[src/rtl/core/bdq_pkg.sv]
// bdq_pkg: shared types and constants of the bounded double-ended queue
`timescale 1ns / 1ps

package bdq_pkg;

    localparam int OP_W    = 3;
    localparam int VALUE_W = 32;
    localparam int CNT_W   = 5;
    localparam int DEPTH   = 16;

    localparam logic [CNT_W-1:0]   CAP_RESET   = 5'd16;
    localparam logic [VALUE_W-1:0] EMPTY_VALUE = 32'hFFFF_FFFF;

    typedef enum logic [OP_W-1:0] {
        OP_PUSH_FRONT = 3'd0,
        OP_PUSH_REAR  = 3'd1,
        OP_POP_FRONT  = 3'd2,
        OP_POP_REAR   = 3'd3,
        OP_STATUS     = 3'd4
    } t_op;

    typedef enum logic [1:0] {
        ST_IDLE,
        ST_EXEC,
        ST_READ,
        ST_RESP
    } t_state;

    typedef struct packed {
        logic load;
        logic exec;
        logic read;
    } t_dp_cmd;

endpackage

[src/rtl/core/bdq_if.sv]
// bdq_if: valid/ready channel interfaces for operation and result words
`timescale 1ns / 1ps

interface bdq_in_if;
    logic                                valid;
    logic                                ready;
    logic [bdq_pkg::OP_W-1:0]            operation;
    logic signed [bdq_pkg::VALUE_W-1:0]  push_value;

    modport source (output valid, output operation, output push_value, input ready);
    modport sink   (input valid, input operation, input push_value, output ready);
endinterface

interface bdq_out_if;
    logic                                valid;
    logic                                ready;
    logic                                success;
    logic signed [bdq_pkg::VALUE_W-1:0]  front_value;
    logic signed [bdq_pkg::VALUE_W-1:0]  rear_value;
    logic [bdq_pkg::CNT_W-1:0]           entry_count;
    logic                                is_empty;
    logic                                is_full;

    modport source (
        output valid, output success, output front_value, output rear_value,
        output entry_count, output is_empty, output is_full, input ready
    );
    modport sink (
        input valid, input success, input front_value, input rear_value,
        input entry_count, input is_empty, input is_full, output ready
    );
endinterface

[src/rtl/core/bdq_ctrl.sv]
// bdq_ctrl: sequencing state machine for one queue operation at a time
`timescale 1ns / 1ps

module bdq_ctrl (
    input  logic              i_clk,
    input  logic              i_rst_n,
    input  logic              i_in_valid,
    input  logic              i_out_ready,
    output logic              o_in_ready,
    output logic              o_out_valid,
    output bdq_pkg::t_dp_cmd  o_cmd
);

    bdq_pkg::t_state r_state;
    bdq_pkg::t_state n_state;

    always_ff @(posedge i_clk) begin
        if (!i_rst_n) begin
            r_state <= bdq_pkg::ST_IDLE;
        end else begin
            r_state <= n_state;
        end
    end

    always_comb begin
        n_state = r_state;
        unique case (r_state)
            bdq_pkg::ST_IDLE: begin
                if (i_in_valid) begin
                    n_state = bdq_pkg::ST_EXEC;
                end
            end
            bdq_pkg::ST_EXEC: n_state = bdq_pkg::ST_READ;
            bdq_pkg::ST_READ: n_state = bdq_pkg::ST_RESP;
            bdq_pkg::ST_RESP: begin
                if (i_out_ready) begin
                    n_state = bdq_pkg::ST_IDLE;
                end
            end
            default: n_state = bdq_pkg::ST_IDLE;
        endcase
    end

    always_comb begin
        o_in_ready  = 1'b0;
        o_out_valid = 1'b0;
        o_cmd       = '0;
        unique case (r_state)
            bdq_pkg::ST_IDLE: begin
                o_in_ready = 1'b1;
                o_cmd.load = i_in_valid;
            end
            bdq_pkg::ST_EXEC: o_cmd.exec = 1'b1;
            bdq_pkg::ST_READ: o_cmd.read = 1'b1;
            bdq_pkg::ST_RESP: o_out_valid = 1'b1;
            default: o_cmd = '0;
        endcase
    end

endmodule

[src/rtl/core/bdq_dp.sv]
// bdq_dp: ring store, front pointer, occupancy and capacity datapath
`timescale 1ns / 1ps

module bdq_dp (
    input  logic                                i_clk,
    input  logic                                i_rst_n,
    input  bdq_pkg::t_dp_cmd                    i_cmd,
    input  logic [bdq_pkg::OP_W-1:0]            i_operation,
    input  logic signed [bdq_pkg::VALUE_W-1:0]  i_push_value,
    input  logic                                i_cfg_we,
    input  logic [bdq_pkg::CNT_W-1:0]           i_cfg_wdata,
    output logic                                o_success,
    output logic signed [bdq_pkg::VALUE_W-1:0]  o_front_value,
    output logic signed [bdq_pkg::VALUE_W-1:0]  o_rear_value,
    output logic [bdq_pkg::CNT_W-1:0]           o_entry_count,
    output logic                                o_is_empty,
    output logic                                o_is_full
);

    localparam int DEPTH = bdq_pkg::DEPTH;
    localparam int IDX_W = (DEPTH > 1) ? $clog2(DEPTH) : 1;
    localparam int SUM_W = ((IDX_W > bdq_pkg::CNT_W) ? IDX_W : bdq_pkg::CNT_W) + 1;
    localparam logic [IDX_W-1:0] LAST_IDX  = IDX_W'(DEPTH - 1);
    localparam logic [SUM_W-1:0] DEPTH_SUM = SUM_W'(DEPTH);

    logic [bdq_pkg::VALUE_W-1:0] mem [DEPTH];

    logic [bdq_pkg::OP_W-1:0]    r_op;
    logic [bdq_pkg::VALUE_W-1:0] r_value;
    logic [IDX_W-1:0]            r_front;
    logic [IDX_W-1:0]            n_front;
    logic [bdq_pkg::CNT_W-1:0]   r_occ;
    logic [bdq_pkg::CNT_W-1:0]   n_occ;
    logic [bdq_pkg::CNT_W-1:0]   r_cap;
    logic                        r_success;
    logic                        n_success;
    logic [bdq_pkg::VALUE_W-1:0] r_rd_front;
    logic [bdq_pkg::VALUE_W-1:0] r_rd_rear;

    logic [bdq_pkg::CNT_W-1:0]   eff_cap;
    logic                        at_cap;
    logic [IDX_W-1:0]            front_dec;
    logic [IDX_W-1:0]            front_inc;
    logic [SUM_W-1:0]            wr_sum;
    logic [SUM_W-1:0]            rd_sum;
    logic [IDX_W-1:0]            rear_wr_idx;
    logic [IDX_W-1:0]            rear_rd_idx;
    logic [IDX_W-1:0]            wr_idx;
    logic                        do_write;

    // capacity above the store depth saturates at the depth
    assign eff_cap = (32'(r_cap) > DEPTH) ? bdq_pkg::CNT_W'(DEPTH) : r_cap;
    assign at_cap  = (r_occ >= eff_cap);

    assign front_dec = (r_front == '0) ? LAST_IDX : r_front - 1'b1;
    assign front_inc = (r_front == LAST_IDX) ? '0 : r_front + 1'b1;

    // operands stay below twice the depth, so one subtract wraps them
    always_comb begin
        wr_sum = SUM_W'(r_front) + SUM_W'(r_occ);
        if (wr_sum >= DEPTH_SUM) begin
            wr_sum = wr_sum - DEPTH_SUM;
        end
        rd_sum = SUM_W'(r_front) + SUM_W'(r_occ - 1'b1);
        if (rd_sum >= DEPTH_SUM) begin
            rd_sum = rd_sum - DEPTH_SUM;
        end
    end

    assign rear_wr_idx = wr_sum[IDX_W-1:0];
    assign rear_rd_idx = rd_sum[IDX_W-1:0];

    always_comb begin
        n_front   = r_front;
        n_occ     = r_occ;
        n_success = 1'b1;
        do_write  = 1'b0;
        wr_idx    = rear_wr_idx;
        unique case (r_op)
            bdq_pkg::OP_PUSH_FRONT: begin
                if (at_cap) begin
                    n_success = 1'b0;
                end else begin
                    n_front  = front_dec;
                    n_occ    = r_occ + 1'b1;
                    do_write = 1'b1;
                    wr_idx   = front_dec;
                end
            end
            bdq_pkg::OP_PUSH_REAR: begin
                if (at_cap) begin
                    n_success = 1'b0;
                end else begin
                    n_occ    = r_occ + 1'b1;
                    do_write = 1'b1;
                end
            end
            bdq_pkg::OP_POP_FRONT: begin
                if (r_occ == '0) begin
                    n_success = 1'b0;
                end else begin
                    n_front = front_inc;
                    n_occ   = r_occ - 1'b1;
                end
            end
            bdq_pkg::OP_POP_REAR: begin
                if (r_occ == '0) begin
                    n_success = 1'b0;
                end else begin
                    n_occ = r_occ - 1'b1;
                end
            end
            default: n_success = 1'b1;
        endcase
    end

    always_ff @(posedge i_clk) begin
        if (!i_rst_n) begin
            r_front   <= '0;
            r_occ     <= '0;
            r_cap     <= bdq_pkg::CAP_RESET;
            r_success <= 1'b0;
        end else begin
            if (i_cfg_we) begin
                r_cap <= i_cfg_wdata;
            end
            if (i_cmd.exec) begin
                r_front   <= n_front;
                r_occ     <= n_occ;
                r_success <= n_success;
            end
        end
    end

    always_ff @(posedge i_clk) begin
        if (i_cmd.load) begin
            r_op    <= i_operation;
            r_value <= i_push_value;
        end
    end

    always_ff @(posedge i_clk) begin
        if (i_cmd.exec && do_write) begin
            mem[wr_idx] <= r_value;
        end
        if (i_cmd.read) begin
            r_rd_front <= mem[r_front];
            r_rd_rear  <= mem[rear_rd_idx];
        end
    end

    assign o_success     = r_success;
    assign o_is_empty    = (r_occ == '0);
    assign o_is_full     = at_cap;
    assign o_entry_count = r_occ;
    assign o_front_value = o_is_empty ? bdq_pkg::EMPTY_VALUE : r_rd_front;
    assign o_rear_value  = o_is_empty ? bdq_pkg::EMPTY_VALUE : r_rd_rear;

endmodule

[src/rtl/core/bounded_double_ended_queue_top.sv]
// bounded_double_ended_queue_top: ring-store deque with operation and result channels
//
//  channel   dir   handshake     payload
//  i_in      in    valid/ready   operation, push_value
//  o_out     out   valid/ready   success, front_value, rear_value, entry_count,
//                                is_empty, is_full
//  i_cfg     in    write enable  capacity
//
// one operation at a time: the word is registered, the operation executes with the
// memory write for a push, then the registered two-port read of the front and rear
// entries; the result holds until taken, and the next word is accepted the cycle after that.
// reset clears pointer and count, sets capacity to 16; the store itself is not cleared.
`timescale 1ns / 1ps

module bounded_double_ended_queue_top (
    input  logic                       i_clk,
    input  logic                       i_rst_n,
    bdq_in_if.sink                     i_in,
    bdq_out_if.source                  o_out,
    input  logic                       i_cfg_we,
    input  logic [bdq_pkg::CNT_W-1:0]  i_cfg_wdata
);

    bdq_pkg::t_dp_cmd cmd;

    bdq_ctrl u_ctrl (
        .i_clk       (i_clk),
        .i_rst_n     (i_rst_n),
        .i_in_valid  (i_in.valid),
        .i_out_ready (o_out.ready),
        .o_in_ready  (i_in.ready),
        .o_out_valid (o_out.valid),
        .o_cmd       (cmd)
    );

    bdq_dp u_dp (
        .i_clk         (i_clk),
        .i_rst_n       (i_rst_n),
        .i_cmd         (cmd),
        .i_operation   (i_in.operation),
        .i_push_value  (i_in.push_value),
        .i_cfg_we      (i_cfg_we),
        .i_cfg_wdata   (i_cfg_wdata),
        .o_success     (o_out.success),
        .o_front_value (o_out.front_value),
        .o_rear_value  (o_out.rear_value),
        .o_entry_count (o_out.entry_count),
        .o_is_empty    (o_out.is_empty),
        .o_is_full     (o_out.is_full)
    );

    // never taking a word while a result is still pending
    a_no_overlap: assert property (@(posedge i_clk) disable iff (!i_rst_n)
        !(i_in.ready && o_out.valid))
        else $error("input accepted while a result is pending");

    // an accepted word yields its result after the execute and read states
    a_latency: assert property (@(posedge i_clk) disable iff (!i_rst_n)
        (i_in.valid && i_in.ready) |-> ##3 o_out.valid)
        else $error("result not presented three cycles after acceptance");

    // an empty deque reports a zero count and the empty marker on both ends
    a_empty_marks: assert property (@(posedge i_clk) disable iff (!i_rst_n)
        (o_out.valid && o_out.is_empty) |->
            (o_out.entry_count == '0) && (o_out.front_value == -32'sd1)
            && (o_out.rear_value == -32'sd1))
        else $error("empty result with inconsistent fields");

endmodule

[src/flat_wrapper.sv]
// flat-port wrapper written by rule: the top's interface ports become plain ports
module bounded_double_ended_queue_top_flat 
  (i_clk, i_rst_n, i_cfg_we, i_cfg_wdata, i_in_valid, i_in_operation, i_in_push_value, i_in_ready, o_out_valid, o_out_success, o_out_front_value, o_out_rear_value, o_out_entry_count, o_out_is_empty, o_out_is_full, o_out_ready);
  bdq_in_if i_in_i ();
  bdq_out_if o_out_i ();
  input  logic i_clk;
  input  logic i_rst_n;
  input  logic i_cfg_we;
  input  logic [bdq_pkg::CNT_W-1:0] i_cfg_wdata;
  input wire logic [$bits(i_in_i.valid)-1:0] i_in_valid;
  input wire logic [$bits(i_in_i.operation)-1:0] i_in_operation;
  input wire logic [$bits(i_in_i.push_value)-1:0] i_in_push_value;
  output wire logic [$bits(i_in_i.ready)-1:0] i_in_ready;
  output wire logic [$bits(o_out_i.valid)-1:0] o_out_valid;
  output wire logic [$bits(o_out_i.success)-1:0] o_out_success;
  output wire logic [$bits(o_out_i.front_value)-1:0] o_out_front_value;
  output wire logic [$bits(o_out_i.rear_value)-1:0] o_out_rear_value;
  output wire logic [$bits(o_out_i.entry_count)-1:0] o_out_entry_count;
  output wire logic [$bits(o_out_i.is_empty)-1:0] o_out_is_empty;
  output wire logic [$bits(o_out_i.is_full)-1:0] o_out_is_full;
  input wire logic [$bits(o_out_i.ready)-1:0] o_out_ready;
  assign i_in_i.valid = i_in_valid;
  assign i_in_i.operation = i_in_operation;
  assign i_in_i.push_value = i_in_push_value;
  assign i_in_ready = i_in_i.ready;
  assign o_out_valid = o_out_i.valid;
  assign o_out_success = o_out_i.success;
  assign o_out_front_value = o_out_i.front_value;
  assign o_out_rear_value = o_out_i.rear_value;
  assign o_out_entry_count = o_out_i.entry_count;
  assign o_out_is_empty = o_out_i.is_empty;
  assign o_out_is_full = o_out_i.is_full;
  assign o_out_i.ready = o_out_ready;
  bounded_double_ended_queue_top u_core (.i_clk(i_clk), .i_rst_n(i_rst_n), .i_in(i_in_i), .o_out(o_out_i), .i_cfg_we(i_cfg_we), .i_cfg_wdata(i_cfg_wdata));
endmodule
[config.mk]
export PLATFORM = sky130hd
export DESIGN_NAME = bounded_double_ended_queue_top_flat
export DESIGN_NICKNAME = d
export VERILOG_FILES = /design/src/rtl/core/bdq_pkg.sv /design/src/rtl/core/bdq_if.sv /design/src/rtl/core/bdq_ctrl.sv /design/src/rtl/core/bdq_dp.sv /design/src/rtl/core/bounded_double_ended_queue_top.sv /design/src/flat_wrapper.sv
export SDC_FILE = /design/constraint.sdc
export NUM_CORES = 1
export LEC_CHECK = 0
export BUFFER_PORTS_ARGS = -buffer_cell sky130_fd_sc_hd__buf_2
export CAP_MARGIN = 20
export CELL_PAD_IN_SITES_DETAIL_PLACEMENT = 2
export CELL_PAD_IN_SITES_GLOBAL_PLACEMENT = 2
export CORE_UTILIZATION = 53
export DETAILED_ROUTE_END_ITERATION = 10
export GPL_TIMING_DRIVEN = 0
export PLACE_DENSITY = 0.95
export SLEW_MARGIN = 25
export SYNTH_ARGS = -nofsm -noshare
export SYNTH_HDL_FRONTEND = slang
export SYNTH_HIERARCHICAL = 1
export SYNTH_SLANG_ARGS = --single-unit
[constraint.sdc]
create_clock -name i_clk -period 13.87 [get_ports i_clk]
set_input_delay 4.161 -clock i_clk [delete_from_list [all_inputs] [get_ports i_clk]]
set_output_delay 4.161 -clock i_clk [all_outputs]
set_load 0.05 [all_outputs]
Yosys cells after proc, flatten, opt, wreduce, memory -nomap -nowiden
Memories as Yosys holds them, arrays and structs flattened. A register that Yosys moved wholly into a read port is not among the register bits.
Cells that the tools add are included.
Storage, ports and cells
  memories kept: 1
  bits in writable memories: 512
  word-level logic and storage cells: 75
  output and inout bits: 74
  flip-flop bits (word level): 52
  input bits: 45
Operators by class
  reduce and logical (&&, ||, !) cells: 12
  add/subtract/negate cells: 9
  $lt $le $gt $ge: 4
  equality and inequality tests: 13
  muxes and demuxes: 29
Memories
  u_core.u_dp.mem: depth 16, width 32, rd ports 2, clocked after memory_dff 2, wr ports 1, line bdq_dp.sv:26  | logic [bdq_pkg::VALUE_W-1:0] mem [DEPTH];
Operators by type and width (count)
  $mux W32: 2
  $mux W4: 8
  $mux W5: 3
  $ge A6 B5 Y1 const B: 2
  $ne A2 B2 Y1 const B: 6
  $sub A4 B1 Y4 const B: 3
  $mux W1: 10
  $pmux W5 S2: 1
  $pmux W2 S4: 1
  $pmux W4 S2: 1
  $reduce_and A4 Y1: 2
  $add A4 B5 Y6: 1
  $add A4 B6 Y6: 1
  $eq A3 B2 Y1 const B: 2
  $sub A5 B1 Y6 const B: 1
  $add A5 B1 Y5 const B: 1
  $ge A5 B5 Y1: 1
  $gt A5 B5 Y1 const B: 1
  $logic_not A5 Y1: 1
  $sub A5 B1 Y5 const B: 1
  $add A4 B1 Y4 const B: 1
  $eq A2 B2 Y1 const B: 2
  $eq A4 B4 Y1 const B: 1
  $logic_not A4 Y1: 1
  other kinds (10): 13

Longest topological paths before layout
Gate-level depths: netlist of run 1.
  word-level depth: 8
  mapped depth: 11
  gate-level depth less buffers: 8

Modules after synthesis
Netlist of run 1, hierarchy kept.
By module, submodules not included
  bdq_dp: seq. area each 18647.9 um^2, area each 28063.2 um^2, instances 1, cells each 1294
  bdq_ctrl: seq. area each 40.0 um^2, area each 163.9 um^2, instances 1, cells each 17

Least setup slack after synthesis of run 1
OpenSTA, ideal clock, no wires.
  path kind: reg2out
  from: register u_core.u_dp.r_occ, in the netlist u_core/u_dp/o_entry_count[0]
  to: output port o_out_is_full
  stages on the path, launching flop included: 6
  data arrival time: 2.544 ns
  data required time: 9.709 ns
  slack: 7.165 ns
  path buffers: 0
  cells stage by stage: dfxtp_1 > inv_1 > ha_1 > nand2b_1 > a31oi_1 > o21ai_0
Between the ends
  longest elaborated chain between the ends: 1
Ends and longest elaborated chain
  start: declaration: line bdq_dp.sv:32  | logic [bdq_pkg::CNT_W-1:0] r_occ;
  start signal: assignment: line bdq_dp.sv:129  | r_occ <= n_occ;
  $ge A5 B5 Y1: line bdq_dp.sv:53  | assign at_cap = (r_occ >= eff_cap);
  end: declaration: line flat_wrapper.sv:20  | output wire logic [$bits(o_out_i.is_full)-1:0] o_out_is_full;
Every way passes these cells.

Worst setup path in the final report of run 1
  from: register u_core.u_dp.r_occ, in the netlist u_core/u_dp/o_entry_count[1]
  to: output port o_out_rear_value[14]
Between the ends
  longest elaborated chain between the ends: 2
Ends and longest elaborated chain
  $logic_not A5 Y1: line bdq_dp.sv:153  | assign o_is_empty = (r_occ == '0);
  $mux W32: line bdq_dp.sv:157  | assign o_rear_value = o_is_empty ? bdq_pkg::EMPTY_VALUE : r_rd_rear;
  end: declaration: line flat_wrapper.sv:17  | output wire logic [$bits(o_out_i.rear_value)-1:0] o_out_rear_value;
Every way passes these cells.

==> impl_metrics.py, run 1 <==
metrics = {
    "global_routing": {
        "antenna_found_initial": 3,
        "globalRoute.totalOverflow": 0,
        "global_route_wire_length_before_repair_mm": 150,
        "global_route.usage.total_pct": 41.5,
        "grt_start_max_net_pins": 36,
        "grt_pass1_vias": 18500,
    },
    "setup_path": {
        "critPathMostFrequentCell": "sky130_fd_sc_hd__clkbuf_1",
        "timing.critical_path.required_ns": 9.71,
        "worst_ep_arrival_time_ns": 4.33,
        "path_max_fanout": 10,
        "timing.critical_path.to_type": "output port",
        "crit_start": "u_core/u_dp/o_entry_count[1]",
        "timing.critical_path.slowest_cell_delay_ns": 0.77,
        "timing.critical_path.cells": "or4_1 > nor2_1 > clkbuf_1 > clkbuf_1 > or2_2 > buf_2",
        "timing.setup.critical_path_class": "reg -> out",
        "r2r_start": "u_core/u_dp/r_front[1]",
        "crit_path_top_delay_cell": "sky130_fd_sc_hd__clkbuf_1",
        "timing.critical_path.from_type": "register",
    },
    "finish": {
        "layout.cells.most_common_list": "sky130_fd_sc_hd__edfxtp_1, sky130_fd_sc_hd__mux4_2, sky130_fd_sc_hd__buf_2",
        "area_growth_pct": 15.5,
        "multi_input_area_um2": 9210,
        "final_layout_fill_cell_count": 4062,
        "layout.cells.most_common": "sky130_fd_sc_hd__edfxtp_1",
        "design.final.nets": 1598,
        "final_layout_size_suffix_gt1_share_pct": 43.5,
        "fin_cells": 2260,
        "sequential_cell_area_um2": 18700,
        "antenna_cells": 0,
    },
    "timing": {
        "finalSetupTns_ns": 0,
        "timing.clock.skew_ns": 0.0302,
        "max_freq_ghz": 0.118,
        "worst_slew_pin_slew_ns": 1.17,
        "rsz0062_at_grt": "false",
        "slew_headroom_pct": 22.1,
        "min_period_ns": 8.49,
        "report.final.setup_viol": 0,
        "final_hold_viol_count": 0,
        "final-max-slew-violation-count": 0,
        "post-route-period-util_pct": 61.2,
    },
    "route": {
        "number_of_iterations_in_the_first_detailed_routing_pass": 5,
        "routed-via-count": 17600,
        "iter_0_drt_violations": 2928,
        "viasPerCell": 7.80,
        "routedWlPerCell_um": 47.9,
        "routed_wl_mm": 108,
        "drc": 0,
        "drtAntennaViolNets": 0,
    },
    "floorplanning": {
        "die-area_um2": 54200,
        "core_region_area_um2": 52600,
        "rows": 84,
        "die_y_um": 233,
        "dieWidth_um": 233,
        "initial_utilization_pct": 53.7,
        "boundaryPins": 119,
    },
    "logic_synthesis": {
        "ys_types": 56,
        "ys_dominant_reg_cell": "sky130_fd_sc_hd__edfxtp_1",
        "synthDominantCellAreaShare_pct": 65.0,
        "yosysSeqAreaShare_pct": 66.2,
        "syn-cell-area_um2": 28200,
        "yosys_register_bits": 628,
        "synth.area.top_cells": "sky130_fd_sc_hd__edfxtp_1, sky130_fd_sc_hd__mux4_2, sky130_fd_sc_hd__or2_2, sky130_fd_sc_hd__dfxtp_1, sky130_fd_sc_hd__ha_1",
        "synth_enable_flop_cells": 611,
        "post_synth.cell_area_avg_um2": 21.5,
        "ys.warnings.count": 6,
        "syn_nets": 1381,
        "synthesis.instances": 1311,
        "synth_top_area_cell": "sky130_fd_sc_hd__edfxtp_1",
        "postSynth.asyncResetShare_pct": 0,
    },
    "placed_design": {
        "place.detailed.hpwl_mm": 64.6,
        "place_congestion": 0.834,
        "placed_cells_incl_taps": 2147,
        "numPortBuffers": 117,
    },
    "run": {
        "cap_violations": 0,
    },
    "cts": {
        "tritoncts": "yes",
        "cts-root-to-sink-buffers": 3,
        "cts_htree_levels": 3,
        "post_cts.resized_instances": 0,
        "worst_skew_pair.late_latency_ns": 0.62,
        "clkSinkCount": 628,
        "numCtsBuffers": 67,
        "clock-root-buffer": "sky130_fd_sc_hd__clkbuf_16",
        "cts.clk_slew.worst_paths_ns": 0.05,
        "post-cts-setup-buffers": 0,
        "cts_hold_repair.buffers": 0,
    },
    "pwr": {
        "peakVddDrop_uv": 171,
        "total_power_mw": 5.69,
        "power.leakage_nw": 10.2,
        "power_density_nw_per_um2": 175,
    },
    "run_status": {
        "run_status": "finished, final reports clean",
    },
    "min_path": {
        "hold_path_startpoint": "u_core/u_dp/r_cap[2]",
        "worst_hold_path_type": "reg -> reg",
    },
}
[metrics by stage]
stage	cell area, um2	utilization, %	hold WS, ns	setup slack, ns
after floorplan	28200	-	0.468	7.16
after global placement	29700	56.5	0.480	6.55
after detailed placement	30600	58.2	0.533	6.40
after CTS	32600	62.0	0.546	5.57
after global routing	32600	62.0	0.577	5.49
final	32600	62.0	0.545	5.38
[state kept, by name, indices dropped and copies added, names as in the netlist]
name                       flops
u_core/u_dp/r_front            4
u_core/u_dp/r_op               3
u_core/u_dp/o_success          1
u_core/u_dp/r_rd_front        32
u_core/u_ctrl/r_state          2
u_core/u_dp/r_rd_rear         32
u_core/u_dp/mem              512
u_core/u_dp/r_value           32
u_core/u_dp/o_entry_count      5
u_core/u_dp/r_cap              5
[area by class of cell]
type | count | area share (%)
Sequential cell | 628 | 57.3
Multi-Input combinational cell | 581 | 28.3
Clock buffer | 88 | 5.58
Timing Repair Buffer | 148 | 4.09
Tap cell | 688 | 2.64
Buffer | 86 | 1.34
Clock inverter | 25 | 0.553
Inverter | 16 | 0.184
[critical path: cells and delay by family (launching register included)]
kind / cells / cell delay, ns
buffers and inverters: 3 / 1.81
AND/OR/NAND/NOR: 3 / 1.42
flip-flops: 1 / 0.47
[synthesized netlist by cell type, types with 3 or more instances]
cell,instances
sky130_fd_sc_hd__buf_1,7
sky130_fd_sc_hd__or4b_1,3
sky130_fd_sc_hd__o21a_1,3
sky130_fd_sc_hd__clkbuf_1,41
sky130_fd_sc_hd__mux2i_1,13
sky130_fd_sc_hd__or4_1,3
sky130_fd_sc_hd__buf_6,6
sky130_fd_sc_hd__nand2_1,28
sky130_fd_sc_hd__nand3_1,3
sky130_fd_sc_hd__ha_1,22
sky130_fd_sc_hd__buf_4,8
sky130_fd_sc_hd__xnor2_1,7
sky130_fd_sc_hd__edfxtp_1,611
sky130_fd_sc_hd__mux4_2,320
sky130_fd_sc_hd__or2_1,3
sky130_fd_sc_hd__a32oi_1,3
sky130_fd_sc_hd__fa_1,3
sky130_fd_sc_hd__or2_2,62
sky130_fd_sc_hd__a21o_1,5
sky130_fd_sc_hd__a21oi_1,10
sky130_fd_sc_hd__o21ai_0,7
sky130_fd_sc_hd__inv_1,15
sky130_fd_sc_hd__o211ai_1,4
sky130_fd_sc_hd__nand2b_1,5
sky130_fd_sc_hd__nor2b_1,10
sky130_fd_sc_hd__nor3_1,3
sky130_fd_sc_hd__a22oi_1,6
sky130_fd_sc_hd__dfxtp_1,17
sky130_fd_sc_hd__nor2_1,22
sky130_fd_sc_hd__buf_2,24
sky130_fd_sc_hd__nand4_1,4
[cell families after synthesis]
| logic type | Yosys count | synth area share (%) |
|---|---|---|
| mux | 334 | 26.0 |
| flops | 628 | 66.2 |
| fa+ha+maj | 25 | 1.19 |
| buf+inv | 102 | 1.73 |
| compound gates | 58 | 1.45 |
| xor+xnor | 9 | 0.332 |
| simple gates | 155 | 3.06 |
[path summary, 6_finish.rpt]
path	endpoint	slack [ns]	cells after the start
hold / removal	u_core/u_dp/r_cap[2]	0.55	2
setup / recovery	o_out_rear_value[14]	5.38	6
hold reg to reg	u_core/u_dp/r_cap[2]	0.55	2
setup reg to reg	u_core/u_dp/r_rd_rear[13]	8.54	10
[metal layers]
metal  up-vias  share of wire, %  GRT usage [%]
li1       6095                 -              -
met1      9285                33           53.0
met2      1820                49           67.6
met3       428                12           9.06
met4         4               5.7           20.8
met5         -             0.021              0
[power breakdown]
part / internal, mW / switching [mW]
clock network: 0.959 / 0.776
logic: 0.573 / 0.995
registers: 2.27 / 0.119
total: 3.80 / 1.89
No activity file was read; power rests on OpenSTA's default activity.
==> run 2: changes to the inputs <==
Settings changed: CORE_UTILIZATION 53 to 49, PLACE_DENSITY 0.95 to 0.91.
Clock period 13.87 ns to 8.9 ns, I/O delays scaled along.
==> impl_metrics.py, run 2 (synthesized netlist as in run 1, its figures left out) <==
metrics = {
    "run_status": {
        "run_status": "finished, final reports clean",
    },
    "global_routing": {
        "globalRoute.totalOverflow": 0,
        "global_route.usage.total_pct": 35.3,
        "antenna_found_initial": 1,
        "grt_start_max_net_pins": 36,
        "grt_pass1_vias": 18000,
        "global_route_wire_length_before_repair_mm": 143,
    },
    "cts": {
        "post-cts-setup-buffers": 0,
        "worst_skew_pair.late_latency_ns": 0.64,
        "cts_htree_levels": 3,
        "tritoncts": "yes",
        "cts-root-to-sink-buffers": 3,
        "cts_hold_repair.buffers": 0,
        "post_cts.resized_instances": 0,
        "clock-root-buffer": "sky130_fd_sc_hd__clkbuf_16",
        "clkSinkCount": 628,
        "numCtsBuffers": 68,
        "cts.clk_slew.worst_paths_ns": 0.06,
    },
    "route": {
        "routed_wl_mm": 102,
        "iter_0_drt_violations": 2627,
        "drc": 0,
        "viasPerCell": 7.34,
        "number_of_iterations_in_the_first_detailed_routing_pass": 5,
        "routedWlPerCell_um": 43.6,
        "drtAntennaViolNets": 0,
        "routed-via-count": 17100,
    },
    "timing": {
        "slew_headroom_pct": 24.1,
        "final-max-slew-violation-count": 0,
        "report.final.setup_viol": 0,
        "worst_slew_pin_slew_ns": 1.14,
        "max_freq_ghz": 0.149,
        "final_hold_viol_count": 0,
        "timing.clock.skew_ns": 0.0322,
        "post-route-period-util_pct": 75.3,
        "finalSetupTns_ns": 0,
        "rsz0062_at_grt": "false",
        "min_period_ns": 6.70,
    },
    "finish": {
        "multi_input_area_um2": 9210,
        "antenna_cells": 0,
        "largest_register_ffs": 512,
        "design.final.nets": 1601,
        "final_layout_size_suffix_gt1_share_pct": 44.0,
        "area_growth_pct": 16.3,
        "layout.cells.most_common": "sky130_fd_sc_hd__edfxtp_1",
        "sequential_cell_area_um2": 18700,
        "layout.cells.most_common_list": "sky130_fd_sc_hd__edfxtp_1, sky130_fd_sc_hd__mux4_2, sky130_fd_sc_hd__buf_2",
        "largest-register": "u_core/u_dp/mem",
        "fin_cells": 2333,
        "final_layout_fill_cell_count": 4557,
    },
    "pwr": {
        "switching_power_mw": 2.96,
        "power.combinational.fraction_pct": 27.1,
        "peakVddDrop_uv": 180,
        "seqPwrFrac_pct": 41.5,
        "power_density_nw_per_um2": 272,
        "p_sw_share_pct": 33.1,
        "p_int_mw": 5.97,
        "clkPwrFrac_pct": 31.4,
        "power.leakage_nw": 10.3,
    },
    "min_path": {
        "worst_hold_path_type": "reg -> reg",
        "min_delay_worst_endpoint": "u_core/u_dp/r_cap[1]",
        "hold_path_startpoint": "u_core/u_dp/r_cap[1]",
        "instance_count_along_the_most_critical_hold_path": 2,
    },
    "placed_design": {
        "place_congestion": 0.814,
        "numPortBuffers": 117,
        "place.detailed.hpwl_mm": 64.4,
        "placed_cells_incl_taps": 2216,
    },
    "setup_path": {
        "critPathBufInv": 3,
        "r2r_start": "u_core/u_dp/r_front[1]",
        "r2r_slack_ns": 3.63,
        "timing.critical_path.to_type": "output port",
        "path_max_fanout": 10,
        "crit_path_top_delay_cell": "sky130_fd_sc_hd__clkbuf_1",
        "timing.critical_path.required_ns": 6.23,
        "worst-r2r-cell-count": 10,
        "timing.critical_path.cells": "or4_1 > nor2_1 > clkbuf_1 > clkbuf_1 > or2_2 > buf_2",
        "timing.setup.critical_path_class": "reg -> out",
        "critPathMostFrequentCell": "sky130_fd_sc_hd__clkbuf_1",
        "regToRegEndpoint": "u_core/u_dp/r_rd_rear[31]",
        "timing.critical_path.max_delay_family": "buffers and inverters",
        "timing.critical_path.from_type": "register",
        "worst_ep_arrival_time_ns": 4.03,
        "timing.critical_path.slowest_cell_delay_ns": 0.68,
    },
    "floorplanning": {
        "initial_utilization_pct": 49.9,
        "core_region_area_um2": 56600,
        "boundaryPins": 119,
        "die_y_um": 242,
        "dieWidth_um": 242,
        "rows": 87,
        "die-area_um2": 58600,
    },
    "run": {
        "cap_violations": 0,
    },
}
==> run 2: cell count changes in the layout (fill, tap and decap cells not counted), moves of 2 or more <==
cell and delta:
sky130_fd_sc_hd__buf_16 +5, sky130_fd_sc_hd__clkbuf_1 -4, sky130_fd_sc_hd__inv_6 +3, sky130_fd_sc_hd__bufinv_16 +2, sky130_fd_sc_hd__clkbuf_2 -2, sky130_fd_sc_hd__clkinv_2 +4
sky130_fd_sc_hd__buf_12 -4, sky130_fd_sc_hd__clkinvlp_4 +2
==> run 2: layout make-up <==
class	instances	share of cell area, %
flip-flops and latches	628	56.9
multi-input cells	581	28.1
clock buffers	81	5.40
repair buffers	150	4.27
well taps	756	2.88
plain buffers	86	1.32
clock inverters	35	0.919
inverters	16	0.183
==> run 2: worst max path at each step <==
stage | startpoint | to | cells after the start
after floorplan | u_core/u_dp/o_entry_count[0] | o_out_is_full | 5
after global placement | u_core/u_dp/r_front[1] | u_core/u_dp/mem[8][16] | 9
after detailed placement | u_core/u_dp/o_entry_count[1] | o_out_front_value[14] | 6
after CTS | u_core/u_dp/o_entry_count[1] | o_out_front_value[14] | 6
after global routing | u_core/u_dp/o_entry_count[1] | o_out_front_value[14] | 6
final | u_core/u_dp/o_entry_count[1] | o_out_front_value[14] | 6
==> run 2: metrics by stage <==
stage / worst slack (ns) / area [um2] / power (mW) / hold WS, ns / util (%)
4_1_cts: 2.16 / 32800 / 8.92 / 0.540 / 57.9
5_1_grt: 2.10 / 32800 / 9.11 / 0.557 / 58.0
6_report: 2.20 / 32800 / 8.93 / 0.534 / 58.0
3_3_place_gp: 1.80 / 29800 / 5.92 / 0.481 / 52.6
3_5_place_dp: 2.83 / 30700 / 6.11 / 0.532 / 54.3
2_1_floorplan: 3.69 / 28200 / 5.25 / 0.468 / -
==> run 2: layer usage <==
layer,GRT usage [%],up-vias,part of all wire (%)
met4,16.1,0,4.5
met5,0,-,0
met2,58.8,1547,50
met1,45.9,9183,35
met3,6.16,289,11
li1,-,6098,-
==> run 2: power by group through the flow <==
stage / Sequential (mW) / Combinational [mW] / Clock (mW)
after floorplan: 3.69 / 1.56 / 0
final: 3.71 / 2.42 / 2.80
after global placement: 3.72 / 2.19 / 0
after CTS: 3.70 / 2.41 / 2.82
after detailed placement: 3.75 / 2.36 / 0
after global routing: 3.72 / 2.49 / 2.90
==> run 2: tightest hold or removal path: cells and delay by family (launching register included) <==
family | cells | cell delay [ns]
flops | 1 | 0.31
mux | 1 | 0.12
simple gates | 1 | 0.06
